`config.mk`:
```
export PLATFORM = sky130hd
export DESIGN_NAME = midpoint_line_rasterizer
export DESIGN_NICKNAME = d
export VERILOG_FILES = /design/src/hdl/mlr_pkg.sv /design/src/hdl/mlr_front.sv /design/src/hdl/mlr_queue.sv /design/src/hdl/mlr_walker.sv /design/src/hdl/midpoint_line_rasterizer.sv
export VERILOG_INCLUDE_DIRS = /design/src /design/src/hdl
export SDC_FILE = /design/constraint.sdc
export NUM_CORES = 1
export LEC_CHECK = 0
export ABC_AREA = 0
export BUFFER_PORTS_ARGS = -buffer_cell sky130_fd_sc_hd__buf_2
export CORE_MARGIN = 8
export CORE_UTILIZATION = 36
export CTS_CLUSTER_SIZE = 8
export DETAILED_ROUTE_END_ITERATION = 6
export SLEW_MARGIN = 10
export SYNTH_ARGS = -nofsm -noshare
export SYNTH_HDL_FRONTEND = slang
export SYNTH_HIERARCHICAL = 1
export SYNTH_SLANG_ARGS = --single-unit
```
`constraint.sdc`:
```
create_clock -name clock -period 3.3 [get_ports clock]
set_input_delay 0.33 -clock clock [delete_from_list [all_inputs] [get_ports clock]]
set_output_delay 0.33 -clock clock [all_outputs]
set_load 0.02 [all_outputs]
```
`src/hdl/midpoint_line_rasterizer_defines.svh`:
```
// Assertion macros shared by the midpoint line rasterizer RTL.
// No dependencies; files that assert include this header by name.
`ifndef MIDPOINT_LINE_RASTERIZER_DEFINES_SVH
`define MIDPOINT_LINE_RASTERIZER_DEFINES_SVH

`ifndef SYNTHESIS

// Same-cycle implication, checked at every rising clock edge outside reset.
`define MLR_ASSERT_IMPLY(label, clk, rst, lhs, rhs) \
   label: assert property (@(posedge clk) disable iff (rst) (lhs) |-> (rhs)) \
      else $error("assertion failed: same-cycle implication");

// Next-cycle implication, checked at every rising clock edge outside reset.
`define MLR_ASSERT_NEXT(label, clk, rst, lhs, rhs) \
   label: assert property (@(posedge clk) disable iff (rst) (lhs) |=> (rhs)) \
      else $error("assertion failed: next-cycle implication");

`else

`define MLR_ASSERT_IMPLY(label, clk, rst, lhs, rhs)
`define MLR_ASSERT_NEXT(label, clk, rst, lhs, rhs)

`endif

`endif

```
`src/hdl/mlr_pkg.sv`:
```
// Shared types and constants for the midpoint line rasterizer.
// No dependencies; used by every module of the block.
package mlr_pkg;

   localparam int COORD_W         = 6;
   localparam int DEC_W           = COORD_W + 3;
   localparam int COORD_BITS_DEF  = 6;
   localparam int QUEUE_DEPTH_DEF = 2;

   typedef struct packed {
      logic [COORD_W-1:0] start_x;
      logic [COORD_W-1:0] start_y;
      logic [COORD_W-1:0] end_x;
      logic [COORD_W-1:0] end_y;
   } req_type;

   typedef struct packed {
      logic [COORD_W-1:0] pixel_x;
      logic [COORD_W-1:0] pixel_y;
      logic               last_pixel;
      logic               unsupported;
   } rsp_type;

   typedef enum logic [1:0] {
      MODE_POINT_UNSUP,
      MODE_POINT,
      MODE_VERTICAL,
      MODE_SLOPE
   } mode_type;

   typedef enum logic {
      ST_IDLE,
      ST_RUN
   } state_type;

   // One classified line command, as it sits in the queue.
   typedef struct packed {
      mode_type                  mode;
      logic [COORD_W-1:0]        start_x;
      logic [COORD_W-1:0]        start_y;
      logic [COORD_W-1:0]        end_x;
      logic [COORD_W-1:0]        end_y;
      logic signed [DEC_W-1:0]   dec_init;
      logic signed [DEC_W-1:0]   inc_flat;
      logic signed [DEC_W-1:0]   inc_diag;
   } cmd_type;

   // Head of the queue as seen by the walker.
   typedef struct packed {
      logic    valid;
      cmd_type cmd;
   } qhead_type;

endpackage

```
`src/hdl/mlr_front.sv`:
```
// Front end: takes a line word and classifies it into a walk command.
// Depends on mlr_pkg.
module mlr_front #(
   parameter int COORD_BITS = mlr_pkg::COORD_BITS_DEF
) (
   input  logic              req_valid,
   output logic              req_ready,
   input  mlr_pkg::req_type  req_data,
   output logic              push_valid,
   input  logic              push_ready,
   output mlr_pkg::cmd_type  push_cmd
);

   localparam int CW    = mlr_pkg::COORD_W;
   localparam int DW    = COORD_BITS + 3;
   localparam int DEC_W = mlr_pkg::DEC_W;

   logic [COORD_BITS-1:0]     sx, sy, ex, ey;
   logic signed [COORD_BITS:0] dx, dy;
   logic signed [DW-1:0]      two_dx, two_dy, dec0, diag;
   logic                      dx_zero, octant;

   always_comb begin
      sx = req_data.start_x[COORD_BITS-1:0];
      sy = req_data.start_y[COORD_BITS-1:0];
      ex = req_data.end_x[COORD_BITS-1:0];
      ey = req_data.end_y[COORD_BITS-1:0];

      dx = $signed({1'b0, ex}) - $signed({1'b0, sx});
      dy = $signed({1'b0, ey}) - $signed({1'b0, sy});

      two_dx = $signed({dx[COORD_BITS], dx, 1'b0});
      two_dy = $signed({dy[COORD_BITS], dy, 1'b0});
      dec0   = two_dy - DW'(dx);
      diag   = two_dy - two_dx;

      dx_zero = (dx == '0);
      octant  = !dx[COORD_BITS] && !dx_zero && !dy[COORD_BITS] && (dy <= dx);

      push_cmd.start_x  = CW'(sx);
      push_cmd.start_y  = CW'(sy);
      push_cmd.end_x    = CW'(ex);
      push_cmd.end_y    = CW'(ey);
      push_cmd.dec_init = DEC_W'(dec0);
      push_cmd.inc_flat = DEC_W'(two_dy);
      push_cmd.inc_diag = DEC_W'(diag);

      // Vertical lines only walk upward; a downward or empty one is a single point.
      if (dx_zero) begin
         push_cmd.mode = (!dy[COORD_BITS] && (dy != '0)) ? mlr_pkg::MODE_VERTICAL
                                                          : mlr_pkg::MODE_POINT;
      end else if (octant) begin
         push_cmd.mode = mlr_pkg::MODE_SLOPE;
      end else begin
         push_cmd.mode = mlr_pkg::MODE_POINT_UNSUP;
      end
   end

   assign push_valid = req_valid;
   assign req_ready  = push_ready;

endmodule

```
`src/hdl/mlr_queue.sv`:
```
// Short command queue between the front end and the walker.
// Depends on mlr_pkg.
module mlr_queue #(
   parameter int DEPTH = mlr_pkg::QUEUE_DEPTH_DEF
) (
   input  logic               clock,
   input  logic               reset,
   input  logic               push_valid,
   output logic               push_ready,
   input  mlr_pkg::cmd_type   push_cmd,
   output mlr_pkg::qhead_type head,
   input  logic               pop
);

   localparam int PTR_W = (DEPTH > 1) ? $clog2(DEPTH) : 1;
   localparam int CNT_W = $clog2(DEPTH + 1);
   localparam logic [PTR_W-1:0] LAST_PTR = PTR_W'(DEPTH - 1);
   localparam logic [CNT_W-1:0] FULL_CNT = CNT_W'(DEPTH);

   mlr_pkg::cmd_type entry_ff [DEPTH];
   logic [PTR_W-1:0] wr_ptr_ff, wr_ptr_in;
   logic [PTR_W-1:0] rd_ptr_ff, rd_ptr_in;
   logic [CNT_W-1:0] count_ff, count_in;
   logic             do_push, do_pop;

   always_comb begin
      push_ready = (count_ff != FULL_CNT);
      do_push    = push_valid && push_ready;
      head.valid = (count_ff != '0);
      head.cmd   = entry_ff[rd_ptr_ff];
      do_pop     = pop && head.valid;

      wr_ptr_in = wr_ptr_ff;
      rd_ptr_in = rd_ptr_ff;
      count_in  = count_ff;
      if (do_push) begin
         wr_ptr_in = (wr_ptr_ff == LAST_PTR) ? '0 : wr_ptr_ff + 1'b1;
      end
      if (do_pop) begin
         rd_ptr_in = (rd_ptr_ff == LAST_PTR) ? '0 : rd_ptr_ff + 1'b1;
      end
      if (do_push && !do_pop) begin
         count_in = count_ff + 1'b1;
      end else if (do_pop && !do_push) begin
         count_in = count_ff - 1'b1;
      end
   end

   always_ff @(posedge clock) begin
      if (reset) begin
         wr_ptr_ff <= '0;
         rd_ptr_ff <= '0;
         count_ff  <= '0;
      end else begin
         wr_ptr_ff <= wr_ptr_in;
         rd_ptr_ff <= rd_ptr_in;
         count_ff  <= count_in;
      end
   end

   always_ff @(posedge clock) begin
      if (do_push) begin
         entry_ff[wr_ptr_ff] <= push_cmd;
      end
   end

endmodule

```
`src/hdl/mlr_walker.sv`:
```
// Back end: walks one command pixel by pixel into the output register.
// Depends on mlr_pkg.
module mlr_walker #(
   parameter int COORD_BITS = mlr_pkg::COORD_BITS_DEF
) (
   input  logic               clock,
   input  logic               reset,
   input  mlr_pkg::qhead_type head,
   output logic               pop,
   output logic               rsp_valid,
   input  logic               rsp_ready,
   output mlr_pkg::rsp_type   rsp_data
);

   localparam int CW = mlr_pkg::COORD_W;
   localparam int DW = COORD_BITS + 3;

   mlr_pkg::state_type state_ff, state_in;
   mlr_pkg::mode_type  mode_ff, mode_in;
   logic [COORD_BITS-1:0] cx_ff, cx_in, cy_ff, cy_in, tx_ff, tx_in, ty_ff, ty_in;
   logic signed [DW-1:0]  dec_ff, dec_in, flat_ff, flat_in, diag_ff, diag_in;
   logic                  rsp_valid_ff, rsp_valid_in;
   mlr_pkg::rsp_type      rsp_data_ff, rsp_data_in;
   logic                  load, emit, done;

   // Next state.
   always_comb begin
      state_in = state_ff;
      unique case (state_ff)
         mlr_pkg::ST_IDLE: begin
            if (head.valid) begin
               state_in = mlr_pkg::ST_RUN;
            end
         end
         mlr_pkg::ST_RUN: begin
            if (emit && done) begin
               state_in = mlr_pkg::ST_IDLE;
            end
         end
         default: state_in = mlr_pkg::ST_IDLE;
      endcase
   end

   // Control outputs of the state machine.
   always_comb begin
      load = 1'b0;
      emit = 1'b0;
      unique case (state_ff)
         mlr_pkg::ST_IDLE: load = head.valid;
         mlr_pkg::ST_RUN:  emit = !rsp_valid_ff || rsp_ready;
         default: begin
            load = 1'b0;
            emit = 1'b0;
         end
      endcase
   end

   assign pop = load;

   always_comb begin
      unique case (mode_ff)
         mlr_pkg::MODE_VERTICAL: done = (cy_ff == ty_ff);
         mlr_pkg::MODE_SLOPE:    done = (cx_ff == tx_ff);
         default:                done = 1'b1;
      endcase
   end

   // Datapath: load a command, or step the walk after each emitted pixel.
   always_comb begin
      mode_in = mode_ff;
      cx_in   = cx_ff;
      cy_in   = cy_ff;
      tx_in   = tx_ff;
      ty_in   = ty_ff;
      dec_in  = dec_ff;
      flat_in = flat_ff;
      diag_in = diag_ff;

      if (load) begin
         mode_in = head.cmd.mode;
         cx_in   = head.cmd.start_x[COORD_BITS-1:0];
         cy_in   = head.cmd.start_y[COORD_BITS-1:0];
         tx_in   = head.cmd.end_x[COORD_BITS-1:0];
         ty_in   = head.cmd.end_y[COORD_BITS-1:0];
         dec_in  = head.cmd.dec_init[DW-1:0];
         flat_in = head.cmd.inc_flat[DW-1:0];
         diag_in = head.cmd.inc_diag[DW-1:0];
      end else if (emit && !done) begin
         if (mode_ff == mlr_pkg::MODE_VERTICAL) begin
            cy_in = cy_ff + 1'b1;
         end else if (dec_ff <= 0) begin
            dec_in = dec_ff + flat_ff;
            cx_in  = cx_ff + 1'b1;
         end else begin
            dec_in = dec_ff + diag_ff;
            cx_in  = cx_ff + 1'b1;
            cy_in  = cy_ff + 1'b1;
         end
      end

      rsp_valid_in = rsp_valid_ff;
      rsp_data_in  = rsp_data_ff;
      if (emit) begin
         rsp_valid_in             = 1'b1;
         rsp_data_in.pixel_x      = CW'(cx_ff);
         rsp_data_in.pixel_y      = CW'(cy_ff);
         rsp_data_in.last_pixel   = done;
         rsp_data_in.unsupported  = (mode_ff == mlr_pkg::MODE_POINT_UNSUP);
      end else if (rsp_ready) begin
         rsp_valid_in = 1'b0;
      end
   end

   always_ff @(posedge clock) begin
      if (reset) begin
         state_ff     <= mlr_pkg::ST_IDLE;
         rsp_valid_ff <= 1'b0;
      end else begin
         state_ff     <= state_in;
         rsp_valid_ff <= rsp_valid_in;
      end
   end

   always_ff @(posedge clock) begin
      mode_ff     <= mode_in;
      cx_ff       <= cx_in;
      cy_ff       <= cy_in;
      tx_ff       <= tx_in;
      ty_ff       <= ty_in;
      dec_ff      <= dec_in;
      flat_ff     <= flat_in;
      diag_ff     <= diag_in;
      rsp_data_ff <= rsp_data_in;
   end

   assign rsp_valid = rsp_valid_ff;
   assign rsp_data  = rsp_data_ff;

endmodule

```
`src/hdl/midpoint_line_rasterizer.sv`:
```
// Top level of the midpoint line rasterizer: front end, queue and walker.
// Depends on mlr_pkg, mlr_front, mlr_queue, mlr_walker and the defines header.
//
// Usage: each word on the req_ channel is one line command (start and end point
// on the grid). For every command the block returns a run of words on the rsp_
// channel, one pixel per word, the final one flagged with last_pixel. A line in
// the first octant walks x from start to end; a vertical line walks y upward.
// Any other line, and a vertical line going down, returns only its start point;
// the non-vertical ones also carry the unsupported flag.
// When the block is idle, an accepted command passes through the queue, then
// the walker registers that it loads into, then the output register. The walker
// loads each command in its idle state and then emits its pixels one by one in
// its run state; that walker loop sets the command rate.
// The queue holds further commands so the input keeps accepting while a run is
// still being walked; req_ready drops only when the queue is full.
// When the receiver stalls (rsp_ready low), the output register holds its word
// and the walker pauses; no pixel is lost or repeated.
// Reset is synchronous and active high: it empties the queue, returns the
// walker to idle and clears rsp_valid.
`include "midpoint_line_rasterizer_defines.svh"

module midpoint_line_rasterizer #(
   parameter int COORD_BITS  = mlr_pkg::COORD_BITS_DEF,
   parameter int QUEUE_DEPTH = mlr_pkg::QUEUE_DEPTH_DEF
) (
   input  logic              clock,
   input  logic              reset,
   input  logic              req_valid,
   output logic              req_ready,
   input  mlr_pkg::req_type  req_data,
   output logic              rsp_valid,
   input  logic              rsp_ready,
   output mlr_pkg::rsp_type  rsp_data
);

   logic               push_valid, push_ready, pop;
   mlr_pkg::cmd_type   push_cmd;
   mlr_pkg::qhead_type head;

   // Classifies each incoming word and computes the walk increments.
   mlr_front #(
      .COORD_BITS(COORD_BITS)
   ) u_front (
      .req_valid (req_valid),
      .req_ready (req_ready),
      .req_data  (req_data),
      .push_valid(push_valid),
      .push_ready(push_ready),
      .push_cmd  (push_cmd)
   );

   // Decouples command acceptance from the pixel walk.
   mlr_queue #(
      .DEPTH(QUEUE_DEPTH)
   ) u_queue (
      .clock     (clock),
      .reset     (reset),
      .push_valid(push_valid),
      .push_ready(push_ready),
      .push_cmd  (push_cmd),
      .head      (head),
      .pop       (pop)
   );

   // Walks one command at a time into the registered output.
   mlr_walker #(
      .COORD_BITS(COORD_BITS)
   ) u_walker (
      .clock    (clock),
      .reset    (reset),
      .head     (head),
      .pop      (pop),
      .rsp_valid(rsp_valid),
      .rsp_ready(rsp_ready),
      .rsp_data (rsp_data)
   );

   // An unsupported line is always a single pixel, so its word closes the run.
   `MLR_ASSERT_IMPLY(a_unsup_is_last, clock, reset,
      rsp_valid && rsp_data.unsupported, rsp_data.last_pixel)

   // Within a run the walker refills the output register without a bubble.
   `MLR_ASSERT_NEXT(a_run_no_bubble, clock, reset,
      rsp_valid && rsp_ready && !rsp_data.last_pixel, rsp_valid)

endmodule
```
==> results.yml <==
timing:
  drv_slew: 0
  rsz0062_at_grt: "no"
  relSlewSlack_pct: 50.4
  fin_skew_ps: 6.82
  setup_viol: 0
  fin_crit_sh_pct: 96.1
  fmax_mhz: 315
  finalWorstSetupSlack_ps: 128
  fin_crit_ps: 3170
  worst_pin_slew_ps: 745
  hold_viol: 0
grt:
  grt_pass1_vias: 4977
  grt_max_degree: 65
  antenna_found_initial: 0
  grt_overflow: 0
  grt_pass1_wl_mm: 26.7
  grt_use_total_pct: 12.0
die:
  core_area_um2: 23400
  die_w_um: 170
  dieArea_um2: 28900
  io-pin-count: 44
  start_util_pct: 36.5
  die_y_um: 170
  core.rowCount: 56
yosys:
  synth_area_um2: 8540
  synth_area_leader_cell: "edfxtp_1"
  ys.flop_type: "edfxtp_1"
  yosys_register_bits: 180
  ys_seq_area_share_pct: 62.5
  synth_edf_count: 173
  yosysUniqueCellTypes: 61
  syn_area_per_cell_um2: 14.2
  synth_top_area_share_pct: 60.8
  synth.area.top_cells: "edfxtp_1 (61%), mux2_2 (7.8%), ha_1 (4.7%)"
  yosys_warnings: 6
  ys_async_sr_fraction_pct: 0
  synthCells: 600
place:
  placed_cell_area_um2: 9070
  dp_hpwl_mm: 11.8
  gp_congestion: 0.871
  placed_cells: 945
  dpl_worst_slack_ps: -35.7
  io_buffer_count: 43
cts:
  clock_path_buffers: 2
  cts.sinks: 180
  cts_buffers: 17
  insertion_delay_ps: 420
  path_clk_slew_ps: 70
  clk_root_buffer_cell: "clkbuf_16"
  htreeDepth: 4
  cts_tree: "built"
power:
  irDropWorstVdd_uv: 393
  powerDensity_nw_per_um2: 968
  p_leak_nw: 3.52
  total_power_w: 0.00940
route:
  drtIter0Drc: 320
  detailroute.via_count: 4695
  drt-vias-per-instance: 4.81
  dr.pass1.iters: 4
  drt-total-wl_mm: 16.6
  avgRoutedWirePerCell_um: 17.0
  drcViolationCount: 0
  ant_nets: 0
run_status:
  status: "finished clean"
worst_setup_path:
  cp-start-kind: "register"
  crit_path_max_fanout: 4
  arrival_ps: 3330
  worstSetupPathType: "register to register"
  cp_data_required_time_ps: 3460
  worstSetupEndpointType: "register"
layout:
  num-nets-final: 710
  drive_gt1_share_pct: 27.8
  antennaDiodeCount: 0
  area_growth_syn_to_layout_pct: 13.8
  stdcell_count: 977
  utilization_pct: 41.5
  final_cell_area_um2: 9720
flow_run:
  drv_cap: 0
hold_path:
  min_path_type: "primary input to register"
==> critical path, cell delays in order, from the launching register on <==
cell,delay (ps)
edfxtp_1,410
or4_4,580
nor2_2,120
nor2_1,120
buf_4,180
mux2_2,320
ha_1,310
a21oi_2,200
o211ai_1,140
a31oi_1,270
xor2_1,180
o21ai_0,90
==> Yosys cell counts, drive strengths merged (2+ instances only) <==
| cell type | number |
|---|---|
| o211ai | 5 |
| o21ai | 28 |
| maj3 | 6 |
| clkbuf | 4 |
| or4 | 2 |
| or2 | 2 |
| and2 | 3 |
| a211o | 4 |
| buf | 36 |
| or3b | 2 |
| or2b | 2 |
| nand2b | 9 |
| nand2 | 35 |
| fa | 5 |
| a21o | 7 |
| inv | 35 |
| dfxtp | 7 |
| nor4 | 2 |
| nor3b | 2 |
| a21oi | 19 |
| nand3 | 8 |
| xor2 | 20 |
| nand4 | 3 |
| nor2 | 21 |
| or3 | 3 |
| nor2b | 4 |
| and3 | 6 |
| nand3b | 4 |
| nor3 | 3 |
| o21a | 3 |
| edfxtp | 173 |
| ha | 32 |
| a211oi | 3 |
| mux2 | 61 |
| xnor2 | 26 |
| o21bai | 2 |
| a31oi | 3 |
==> state kept, by name (all words and copies together), names as in the netlist, 2 cells and up, named ones only <==
register,count
u_walker/mode_ff,2
u_walker/rsp_data,14
u_walker/tx_ff,6
u_queue/count_ff,2
u_walker/diag_ff,9
u_walker/ty_ff,6
u_walker/cy_ff,6
u_walker/cx_ff,6
u_walker/dec_ff,9
u_queue/entry_ff,106
u_walker/flat_ff,9
==> cells in the final DEF, fill, tap and decap left out, drive strengths merged, types with 7 or more instances in the layout <==
cell,count
a21oi,19
nand2b,9
xnor2,26
o21ai,28
edfxtp,173
mux2,61
a21o,7
ha,32
nand3,8
xor2,20
nor2,21
inv,40
buf,65
dfxtp,7
nand2,35
clkbuf,18
==> report_power, final <==
part	internal (W)	switching, W	leakage (nW)
clock	0.00128	0.000852	0.302
combinational	0.00145	0.00188	1.54
sequential	0.00359	0.000355	1.68
total	0.00632	0.00308	3.52
==> path summary, 6_finish.rpt <==
kind                                           from                      end  slack (ps)  cells after the start
worst max-delay path             u_walker/dec_ff[0]       u_walker/dec_ff[7]         130                     11
worst min-delay path                    req_data[0]  u_queue/entry_ff[0][27]         110                      1
worst max register to register   u_walker/dec_ff[0]       u_walker/dec_ff[7]         130                     11
worst min register to register  u_queue/count_ff[1]      u_queue/count_ff[1]         510                      2
==> what timing repair did <==
action,4_1_cts,5_1_grt
hold buffers,0,0
setup buffers,0,0
endpoints found under the setup margin,0,4
endpoints found under the hold margin,0,0
gates resized for setup,0,5
==> area by class of cell <==
cell class	instances	area, um2
fill	2146	13700
inverter	35	131
tap	319	399
clock inverter	14	198
timing repair buffer	65	405
sequential	180	5340
multi-input combinational	346	2820
clock buffer	18	429
==> logic make-up (layout without fill, tap and decap cells) <==
logic type | count (synthesis) | count (layout) | synth area share (%)
adder cells (fa/ha/maj) | 43 | 43 | 6.64
AO/OA/AOI/OAI | 82 | 82 | 6.48
multiplexers | 61 | 61 | 8.04
AND/OR/NAND/NOR | 112 | 112 | 6.83
other | 1 | 2 | 0.0439
XOR/XNOR | 46 | 46 | 4.72
buffers and inverters | 75 | 132 | 4.79
flip-flops | 180 | 180 | 62.5
==> per-layer routing <==
layer  vias up  share of wire [%]  wire length (um)  GRT usage, %
met1      2340                 44              7370          14.6
met3        16                3.8               637          2.34
met5         -                  0                 0             0
met4         0                1.3               210          4.16
li1       2261                  -                 -             -
met2        78                 51              8410          21.0
==> metrics by stage <==
stage	setup TNS [ps]	hold WS [ps]
2_1_floorplan	0	399
3_3_place_gp	0	487
3_5_place_dp	-71.4	499
4_1_cts	0	92.6
5_1_grt	0	95.1
6_report	0	114
(Power assumes the default switching activity.)
